`src/gti_pkg.sv`:
```
// Shared types and constants for the gyro turn angle integrator.
// Holds the action codes, sequencer states, control structs and the
// fixed-point reciprocal of the angle scale factor. No dependencies.
`default_nettype none

package gti_pkg;

   // Default number of calibration beats averaged into the offset
   localparam int CAL_SAMPLES_DEF = 1024;

   // Angle increment is rate * dt * ANGLE_SCALE / ANGLE_DIV
   localparam int ANGLE_SCALE = 14680064;
   localparam int ANGLE_DIV   = 17578125;

   // Degrees per full turn, and the bias of the offset-binary heading top
   localparam int DEG_PER_TURN = 360;
   localparam int DEG_HALF     = DEG_PER_TURN / 2;
   localparam int DEG_W        = 9;

   // Field widths
   localparam int DATA_W = 16;
   localparam int HEAD_W = 32;
   localparam int SUM_W  = 27;

   // Shared multiplier: A operand by one half of a split reciprocal
   localparam int MUL_A_W = 32;
   localparam int MUL_B_W = 28;
   localparam int MUL_P_W = MUL_A_W + MUL_B_W;
   localparam int RECIP_W = 2 * MUL_B_W;
   localparam int ACC_W   = RECIP_W + MUL_A_W;

   // Reciprocal shifts: angle path and calibration mean
   localparam int ANGLE_SHIFT = 56;
   localparam int CAL_SHIFT   = 43;

   // Rounded-up reciprocal of the angle scale, exact for all 31-bit products
   localparam logic [ACC_W-1:0] ANGLE_NUM = ACC_W'(ANGLE_SCALE) << ANGLE_SHIFT;
   localparam logic [RECIP_W-1:0] RECIP_ANGLE =
      RECIP_W'((ANGLE_NUM + ACC_W'(ANGLE_DIV) - ACC_W'(1)) / ACC_W'(ANGLE_DIV));

   typedef enum logic [1:0] {
      ACT_CALIB  = 2'd0,
      ACT_RESET  = 2'd1,
      ACT_UPDATE = 2'd2
   } action_type;

   typedef enum logic [3:0] {
      ST_IDLE,
      ST_PREP,
      ST_MUL_D,
      ST_MUL_LO,
      ST_MUL_HI,
      ST_ACC,
      ST_APPLY,
      ST_DEG,
      ST_DONE
   } state_type;

   // One strobe per sequencer step
   typedef struct packed {
      logic take;
      logic prep;
      logic mul_d;
      logic mul_lo;
      logic mul_hi;
      logic acc;
      logic apply;
      logic deg;
      logic done;
   } ctl_type;

   // Datapath status seen by the sequencer
   typedef struct packed {
      logic is_update;
      logic cal_last;
      logic rsp_free;
   } stat_type;

endpackage

`default_nettype wire

```
`src/gyro_turn_angle_integrator_unit.sv`:
```
// Flow: each taken beat goes through prepare, degrees and done; an update beat adds
// the dt multiply first, and an update or final calibration beat adds both reciprocal
// passes, accumulate and apply before degrees. rsp_valid rises as the block returns
// to idle, and req_ready returns in that same cycle; an untaken result stalls done.
// Reset: synchronous, active high; clears heading, offset, calibration and result
// state at once, with no clearing pass.
`default_nettype none

module gyro_turn_angle_integrator_unit #(
   parameter int CAL_SAMPLES = gti_pkg::CAL_SAMPLES_DEF
) (
   input  logic                              clock,
   input  logic                              reset,
   input  logic                              req_valid,
   output logic                              req_ready,
   input  logic [1:0]                        req_action,
   input  logic signed [gti_pkg::DATA_W-1:0] req_gyro_z,
   input  logic [gti_pkg::DATA_W-1:0]        req_time_us,
   output logic                              rsp_valid,
   input  logic                              rsp_ready,
   output logic signed [gti_pkg::DEG_W-1:0]  rsp_angle_deg,
   output logic [gti_pkg::HEAD_W-1:0]        rsp_angle_raw,
   output logic signed [gti_pkg::DATA_W-1:0] rsp_turn_rate,
   output logic                              rsp_calibrated
);
   import gti_pkg::*;

   localparam int CntW = $clog2(CAL_SAMPLES + 1);
   // Rounded-up reciprocal for the calibration mean
   localparam logic [RECIP_W-1:0] RecipCal =
      RECIP_W'(((ACC_W'(1) << CAL_SHIFT) + ACC_W'(CAL_SAMPLES) - ACC_W'(1))
               / ACC_W'(CAL_SAMPLES));

   ctl_type  ctl;
   stat_type stat;

   // Captured beat
   logic [1:0]        action_ff;
   logic [DATA_W-1:0] gyro_ff;
   logic [DATA_W-1:0] time_ff;

   // Tracker state
   logic [DATA_W-1:0] offset_ff;
   logic [SUM_W-1:0]  sum_ff;
   logic [CntW-1:0]   count_ff;
   logic [DATA_W-1:0] last_time_ff;
   logic [HEAD_W-1:0] heading_ff;
   logic [DATA_W-1:0] last_rate_ff;
   logic              ready_ff;

   // Working registers
   logic               neg_ff;
   logic [MUL_A_W-1:0] mag_ff;
   logic [ACC_W-1:0]   acc_ff;

   // Result register
   logic              rsp_valid_ff;
   logic [DEG_W-1:0]  deg_ff;
   logic [HEAD_W-1:0] raw_ff;
   logic [DATA_W-1:0] rate_ff;
   logic              cal_ff;

   // Combinational datapath
   logic               is_update;
   logic               is_calib;
   logic               is_reset;
   logic [DATA_W-1:0]  rate_w;
   logic [DATA_W-1:0]  rate_mag;
   logic [DATA_W-1:0]  dt_w;
   logic [SUM_W-1:0]   sum_w;
   logic [SUM_W-1:0]   sum_mag;
   logic [CntW-1:0]    cnt_inc;
   logic               cal_last;
   logic [RECIP_W-1:0] recip_sel;
   logic [MUL_A_W-1:0] op_a;
   logic [MUL_B_W-1:0] op_b;
   logic [MUL_P_W-1:0] prod;
   logic [HEAD_W-1:0]  quot;
   logic [HEAD_W-1:0]  quot_s;
   logic [DEG_W:0]     deg_w;

   gti_seq u_seq (
      .clock     (clock),
      .reset     (reset),
      .req_valid (req_valid),
      .stat      (stat),
      .ctl       (ctl)
   );

   gti_mul u_mul (
      .clock (clock),
      .op_a  (op_a),
      .op_b  (op_b),
      .prod  (prod)
   );

   // Decode the beat and form rate, dt and the calibration sum
   assign is_update = (action_ff == ACT_UPDATE);
   assign is_calib  = (action_ff == ACT_CALIB);
   assign is_reset  = (action_ff == ACT_RESET);
   assign rate_w    = gyro_ff - offset_ff;
   assign rate_mag  = rate_w[DATA_W-1] ? (~rate_w + DATA_W'(1)) : rate_w;
   assign dt_w      = time_ff - last_time_ff;
   assign sum_w     = sum_ff + {{(SUM_W-DATA_W){gyro_ff[DATA_W-1]}}, gyro_ff};
   assign sum_mag   = sum_w[SUM_W-1] ? (~sum_w + SUM_W'(1)) : sum_w;
   assign cnt_inc   = count_ff + CntW'(1);
   assign cal_last  = is_calib && (cnt_inc == CntW'(CAL_SAMPLES));
   assign recip_sel = is_update ? RECIP_ANGLE : RecipCal;

   assign stat.is_update = is_update;
   assign stat.cal_last  = cal_last;
   assign stat.rsp_free  = !rsp_valid_ff || rsp_ready;

   // Steer the shared multiplier for the current step
   always_comb begin
      op_a = '0;
      op_b = '0;
      if (ctl.mul_d) begin
         op_a = MUL_A_W'(rate_mag);
         op_b = MUL_B_W'(dt_w);
      end else if (ctl.mul_lo) begin
         op_a = is_update ? prod[MUL_A_W-1:0] : mag_ff;
         op_b = recip_sel[MUL_B_W-1:0];
      end else if (ctl.mul_hi) begin
         op_a = mag_ff;
         op_b = recip_sel[RECIP_W-1:MUL_B_W];
      end else begin
         // Degree scaling otherwise, so the product holds while the result waits
         op_a = MUL_A_W'({~heading_ff[HEAD_W-1], heading_ff[HEAD_W-2:HEAD_W-DATA_W]});
         op_b = MUL_B_W'(DEG_PER_TURN);
      end
   end

   // Pick the truncated quotient and restore its sign
   assign quot   = is_update ? acc_ff[ANGLE_SHIFT +: HEAD_W] : acc_ff[CAL_SHIFT +: HEAD_W];
   assign quot_s = neg_ff ? (~quot + HEAD_W'(1)) : quot;

   // Remove the offset-binary bias from the scaled heading
   assign deg_w = (DEG_W + 1)'(prod[DATA_W +: DEG_W]) - (DEG_W + 1)'(DEG_HALF);

   // Capture the beat on acceptance
   always_ff @(posedge clock) begin
      if (req_valid && ctl.take) begin
         action_ff <= req_action;
         gyro_ff   <= req_gyro_z;
         time_ff   <= req_time_us;
      end
   end

   // Working registers for the multiply chain
   always_ff @(posedge clock) begin
      if (ctl.prep) begin
         if (is_update) begin
            neg_ff <= rate_w[DATA_W-1];
         end else begin
            neg_ff <= sum_w[SUM_W-1];
            mag_ff <= MUL_A_W'(sum_mag);
         end
      end
      if (ctl.mul_lo) begin
         mag_ff <= op_a;
      end
      if (ctl.mul_hi) begin
         acc_ff <= ACC_W'(prod);
      end else if (ctl.acc) begin
         acc_ff <= acc_ff + (ACC_W'(prod) << MUL_B_W);
      end
   end

   // Tracker state
   always_ff @(posedge clock) begin
      if (reset) begin
         offset_ff    <= '0;
         sum_ff       <= '0;
         count_ff     <= '0;
         last_time_ff <= '0;
         heading_ff   <= '0;
         last_rate_ff <= '0;
         ready_ff     <= 1'b0;
      end else begin
         if (ctl.prep) begin
            if (is_calib) begin
               sum_ff   <= cal_last ? '0 : sum_w;
               count_ff <= cal_last ? '0 : cnt_inc;
            end
            if (is_reset) begin
               last_time_ff <= time_ff;
               heading_ff   <= '0;
            end
            if (is_update) begin
               last_rate_ff <= rate_w;
            end
         end
         // Advance the timestamp only once dt has been through the multiplier
         if (ctl.apply) begin
            if (is_update) begin
               heading_ff   <= heading_ff + quot_s;
               last_time_ff <= time_ff;
            end else begin
               offset_ff <= quot_s[DATA_W-1:0];
               ready_ff  <= 1'b1;
            end
         end
      end
   end

   // Result register: load on the last step, drop once the beat is taken
   always_ff @(posedge clock) begin
      if (reset) begin
         rsp_valid_ff <= 1'b0;
      end else if (ctl.done) begin
         rsp_valid_ff <= 1'b1;
      end else if (rsp_ready) begin
         rsp_valid_ff <= 1'b0;
      end
   end

   always_ff @(posedge clock) begin
      if (ctl.done) begin
         deg_ff  <= deg_w[DEG_W-1:0];
         raw_ff  <= heading_ff;
         rate_ff <= last_rate_ff;
         cal_ff  <= ready_ff;
      end
   end

   assign req_ready      = ctl.take;
   assign rsp_valid      = rsp_valid_ff;
   assign rsp_angle_deg  = $signed(deg_ff);
   assign rsp_angle_raw  = raw_ff;
   assign rsp_turn_rate  = $signed(rate_ff);
   assign rsp_calibrated = cal_ff;

   // Once calibrated, the block stays calibrated
   a_ready_sticky: assert property (@(posedge clock) disable iff (reset)
      ready_ff |=> ready_ff)
      else $error("calibrated flag fell");

   // The sample count never reaches the calibration length
   a_count_range: assert property (@(posedge clock) disable iff (reset)
      count_ff < CntW'(CAL_SAMPLES))
      else $error("calibration count out of range");

   // A taken beat makes the block busy
   a_busy_after_take: assert property (@(posedge clock) disable iff (reset)
      req_valid && req_ready |=> !req_ready)
      else $error("ready held after a beat was taken");

   // A result appears only from the last step
   a_rsp_from_done: assert property (@(posedge clock) disable iff (reset)
      $rose(rsp_valid) |-> $past(ctl.done))
      else $error("result raised outside the final step");

   // At most one step strobe at a time
   a_one_step: assert property (@(posedge clock) disable iff (reset)
      $onehot0(ctl))
      else $error("several sequencer steps active");

endmodule

`default_nettype wire

```
`src/gti_mul.sv`:
```
// Shared unsigned multiplier with a registered product.
// Used for rate * dt, both reciprocal halves and the degree scaling.
// Depends on gti_pkg.
`default_nettype none

module gti_mul (
   input  logic                        clock,
   input  logic [gti_pkg::MUL_A_W-1:0] op_a,
   input  logic [gti_pkg::MUL_B_W-1:0] op_b,
   output logic [gti_pkg::MUL_P_W-1:0] prod
);
   import gti_pkg::*;

   logic [MUL_P_W-1:0] prod_in;
   logic [MUL_P_W-1:0] prod_ff;

   // Form the full-width product
   assign prod_in = MUL_P_W'(op_a) * MUL_P_W'(op_b);

   // Register the product for the next step
   always_ff @(posedge clock) begin
      prod_ff <= prod_in;
   end

   assign prod = prod_ff;

endmodule

`default_nettype wire

```
`src/gti_seq.sv`:
```
// Step sequencer for the gyro turn angle integrator. Depends on gti_pkg.
// Walks one beat through prepare, multiplier passes, apply and degrees;
// the passes and apply are for updates and final calibration beats only.
`default_nettype none

module gti_seq (
   input  logic              clock,
   input  logic              reset,
   input  logic              req_valid,
   input  gti_pkg::stat_type stat,
   output gti_pkg::ctl_type  ctl
);
   import gti_pkg::*;

   state_type state_ff;
   state_type state_in;

   // Hold the current step
   always_ff @(posedge clock) begin
      if (reset) begin
         state_ff <= ST_IDLE;
      end else begin
         state_ff <= state_in;
      end
   end

   // Advance through the steps and raise the matching strobe
   always_comb begin
      ctl      = '0;
      state_in = state_ff;
      case (state_ff)
         ST_IDLE: begin
            ctl.take = 1'b1;
            if (req_valid) begin
               state_in = ST_PREP;
            end
         end
         ST_PREP: begin
            ctl.prep = 1'b1;
            if (stat.is_update) begin
               state_in = ST_MUL_D;
            end else if (stat.cal_last) begin
               state_in = ST_MUL_LO;
            end else begin
               state_in = ST_DEG;
            end
         end
         ST_MUL_D: begin
            ctl.mul_d = 1'b1;
            state_in  = ST_MUL_LO;
         end
         ST_MUL_LO: begin
            ctl.mul_lo = 1'b1;
            state_in   = ST_MUL_HI;
         end
         ST_MUL_HI: begin
            ctl.mul_hi = 1'b1;
            state_in   = ST_ACC;
         end
         ST_ACC: begin
            ctl.acc  = 1'b1;
            state_in = ST_APPLY;
         end
         ST_APPLY: begin
            ctl.apply = 1'b1;
            state_in  = ST_DEG;
         end
         ST_DEG: begin
            ctl.deg  = 1'b1;
            state_in = ST_DONE;
         end
         ST_DONE: begin
            if (stat.rsp_free) begin
               ctl.done = 1'b1;
               state_in = ST_IDLE;
            end
         end
         default: begin
            state_in = ST_IDLE;
         end
      endcase
   end

endmodule

`default_nettype wire

```
`config.mk`:
```
export PLATFORM = sky130hd
export DESIGN_NAME = gyro_turn_angle_integrator_unit
export DESIGN_NICKNAME = d
export VERILOG_FILES = /design/src/gti_pkg.sv /design/src/gyro_turn_angle_integrator_unit.sv /design/src/gti_mul.sv /design/src/gti_seq.sv
export SDC_FILE = /design/constraint.sdc
export NUM_CORES = 2
export LEC_CHECK = 0
export BUFFER_PORTS_ARGS = -buffer_cell sky130_fd_sc_hd__buf_2
export CAP_MARGIN = 25
export CORE_ASPECT_RATIO = 1.75
export CORE_UTILIZATION = 25
export DETAILED_ROUTE_END_ITERATION = 8
export HOLD_SLACK_MARGIN = 0.05
export PLACE_DENSITY = 0.48
export SETUP_SLACK_MARGIN = 0.15
export SLEW_MARGIN = 20
export SYNTH_ARGS = -nofsm -noshare
export SYNTH_HDL_FRONTEND = slang
export SYNTH_SLANG_ARGS = --single-unit
```
`constraint.sdc`:
```
create_clock -name clock -period 10.9 [get_ports clock]
set_input_delay 2.18 -clock clock [delete_from_list [all_inputs] [get_ports clock]]
set_output_delay 2.18 -clock clock [all_outputs]
set_load 0.005 [all_outputs]
```
==> flow_summary.yaml <==
sta:
  drv_slew: 0
  fin_tns_setup_ns: 0
  tightest_slew_ns: 1.05
  maxSlewHeadroom_pct: 29.4
  rsz0062_at_grt: "false"
  timing.final.hold_violations: 0
  fin_skew_ns: 0.0452
  worst_slack_ns: 0.542
  setup-violations-final: 0
  period_share_pct: 95.0
  fin_crit_ns: 10.36
  fmax_mhz: 96.5
clock_network:
  clkTransAtPathRegs_ns: 0.07
  clk_latency_ns: 0.65
  ctsHoldBuffers: 0
  root_buffer: "clkbuf_16"
  numCtsBuffers: 40
  htree_num_levels: 2
  cts_buffer_depth: 3
  cts.sinks: 369
  cts_tree: "built"
layout:
  final_nets: 6826
  finalInstanceArea_mm2: 0.0548
  instances_no_fill: 8299
  final.fill_count: 20600
  drive_above_1_share_pct: 8.44
  syn_to_final_growth_pct: 13.6
drt:
  via_per_inst: 4.76
  drt_iter0_drc: 2534
  vias: 39539
  drt_wl_total_um: 197000
  avgRoutedWirePerCell_um: 23.7
  drc: 0
  antenna_left: 0
  first_pass_iters: 5
synth:
  yosys_warnings: 0
  yosysSeqAreaShare_pct: 18.6
  synth_edf_count: 157
  yosys.cell_types.count: 100
  avgSynthCellArea_um2: 8.78
  yosys.area.top_type: "fa_1"
  ys.flop_type: "dfxtp_1"
  synthCells: 5494
  postSynth.asyncResetShare_pct: 0
  syn_area_mm2: 0.0483
  synth_area_leaders: "fa_1 (28%), ha_1 (11%), edfxtp_1 (9.8%), dfxtp_1 (8.8%), inv_1 (8.1%)"
  synth_seq_cells: 369
  yosysTopAreaCellShare_pct: 28.4
grt:
  grt_pass1_vias: 42183
  grt_max_degree: 70
  grt_pass1_wl_um: 284000
  grt_overflow: 0
  antenna_found_initial: 9
  track_usage_pct: 20.2
setup_path:
  start_kind: "register"
  critPathSlowestCell: "fa_1"
  required_ns: 11.45
  r2r_start: "gyro_ff[0]"
  critPathMaxStageDelay_ns: 0.55
  worst-setup-path-type: "register to register"
  reg2regPathDepth: 42
  crit_fanout: 6
  end_kind: "register"
  timing.rr.end: "u_mul.prod[53]"
  cpMostUsedCell: "fa_1"
  ff2ff_setup_slack_ns: 0.54
  cp.arrival_ns: 10.90
floorplan:
  start_util_pct: 25.1
  die-area_mm2: 0.195
  die_x_um: 334
  ioPinCount: 98
  die_h_um: 583
  std_cell_rows: 213
  coreArea_mm2: 0.192
placement:
  placed_cells: 8209
  place_ws_ns: 0.104
  place_congestion: 1.01
  dpl-instance-area_mm2: 0.0531
  port_buffers: 97
  hpwlAfterDp_um: 166000
power_and_ir_drop:
  peakVddDrop_mv: 0.132
  p_leak_nw: 26.3
  powerDensity_mw_per_mm2: 188
worst_hold_path:
  holdPathEnd: "rsp_turn_rate[10]"
  hold_start: "last_rate_ff[10]"
  worstHoldPathCells: 0
  min_path_type: "register to register"
run:
  drv_cap: 0
outcome:
  status: "finished clean"
[power by group]
part           switching, mW  total, mW  leakage [nW]  internal [mW]
clock network          0.699       1.48         0.638          0.779
logic                   4.18       6.68          22.5           2.51
registers              0.380       2.12          3.19           1.74
[worst max-delay path: cells and delay by family (launching register included)]
kind	cells	cell delay (ns)
fa+ha+maj	10	4.18
compound gates	11	2.34
simple gates	8	1.59
buf+inv	10	1.10
xor+xnor	3	0.63
flops	1	0.39
[sequential cells by signal, summed over array words and instances (netlist names), 27 cells and up]
name           cells
acc_ff            60
u_mul.prod        60
heading_ff        32
mag_ff            32
rsp_angle_raw     32
sum_ff            27
[cell usage after synthesis, types with 9 or more instances]
cell and instances:
a211oi_1 24, a21boi_0 10, a21o_1 121, a21oi_1 307, a221oi_1 21, a22oi_1 30, a31oi_1 39, and2_1 47
and3_1 30, buf_1 13, clkbuf_1 186, dfxtp_1 212, edfxtp_1 157, fa_1 685, ha_1 422, inv_1 1040
mux2i_1 42, nand2_1 644, nand2b_1 42, nand3_1 74, nand3b_1 9, nand4_1 46, nor2_1 383, nor2b_1 41
nor3_1 81, nor4_1 9, o211ai_1 17, o21a_1 26, o21ai_0 198, o21ai_1 18, o21bai_1 45, o31ai_1 18
or2_2 15, or3_1 26, xnor2_1 167, xor2_1 104
[layer usage]
| layer | track usage, % | vias to the layer above | part of all wire, % |
|---|---|---|---|
| li1 | - | 18042 | - |
| met1 | 19.2 | 19650 | 33 |
| met2 | 37.4 | 1262 | 52 |
| met3 | 1.82 | 585 | 3.3 |
| met4 | 19.6 | 0 | 12 |
| met5 | 0 | - | 0 |
[worst max-delay path by stage]
stage / startpoint / endpoint / slack, ns / depth (start not counted)
final: gyro_ff[0] / u_mul.prod[53] / 0.54 / 42
after global routing: offset_ff[8] / u_mul.prod[38] / 0.15 / 40
after CTS: gyro_ff[0] / u_mul.prod[57] / 0.17 / 43
after detailed placement: gyro_ff[0] / u_mul.prod[53] / 0.10 / 42
after global placement: gyro_ff[0] / u_mul.prod[53] / 0.09 / 41
after floorplan: gyro_ff[1] / u_mul.prod[53] / 1.25 / 38
[cell families (layout without fill, tap and decap cells)]
group	after synthesis	after routing	synth area share, %
adder cells (fa/ha/maj)	1107	1107	39.4
flip-flops	369	369	18.6
other	2	38	0.0156
AND/OR/NAND/NOR	1489	1489	13.8
XOR/XNOR	271	271	4.92
AO/OA/AOI/OAI	964	964	12.6
buffers and inverters	1247	1436	9.76
multiplexers	45	45	0.964
[per-stage QoR]
stage | util (%) | power, mW | hold slack (ns)
floorplan | - | 6.06 | 0.408
detailed placement | 27.7 | 8.71 | 0.419
global placement | 27.7 | 8.70 | 0.414
finish | 28.5 | 10.3 | 0.432
global route | 28.5 | 11.0 | 0.448
CTS | 28.4 | 10.3 | 0.435
[layout make-up]
class,instances,area (um^2),area share (%)
Multi-Input combinational cell,3908,35000,63.9
Timing Repair Buffer,322,2360,4.30
Clock inverter,22,234,0.427
Clock buffer,52,1110,2.02
Sequential cell,369,8960,16.3
Tap cell,2580,3230,5.89
Antenna cell,6,15.0,0.0274
Inverter,1040,3900,7.12
[what timing repair did]
| item | in CTS | in global routing |
|---|---|---|
| hold endpoints to repair | 0 | 0 |
| setup endpoints to repair | 3 | 17 |
| resized for setup | 7 | 41 |
| buffers inserted | 2 | 7 |
| pin swaps | 3 | 9 |
[cell usage in the layout (no fill, tap or decap), types with 39 or more instances in the layout]
cell type / instances
nand3_1: 74
nor2_1: 374
xor2_1: 102
edfxtp_1: 157
nand4_1: 46
mux2i_1: 39
fa_1: 684
and2_1: 47
xnor2_1: 163
a21oi_1: 302
nor3_1: 78
inv_1: 1040
dfxtp_1: 212
a21o_1: 120
nand2b_1: 41
ha_1: 422
clkbuf_16: 41
buf_2: 96
o21bai_1: 45
nor2b_1: 39
buf_4: 208
nand2_1: 644
o21ai_0: 193
(Power assumes the default switching activity.)
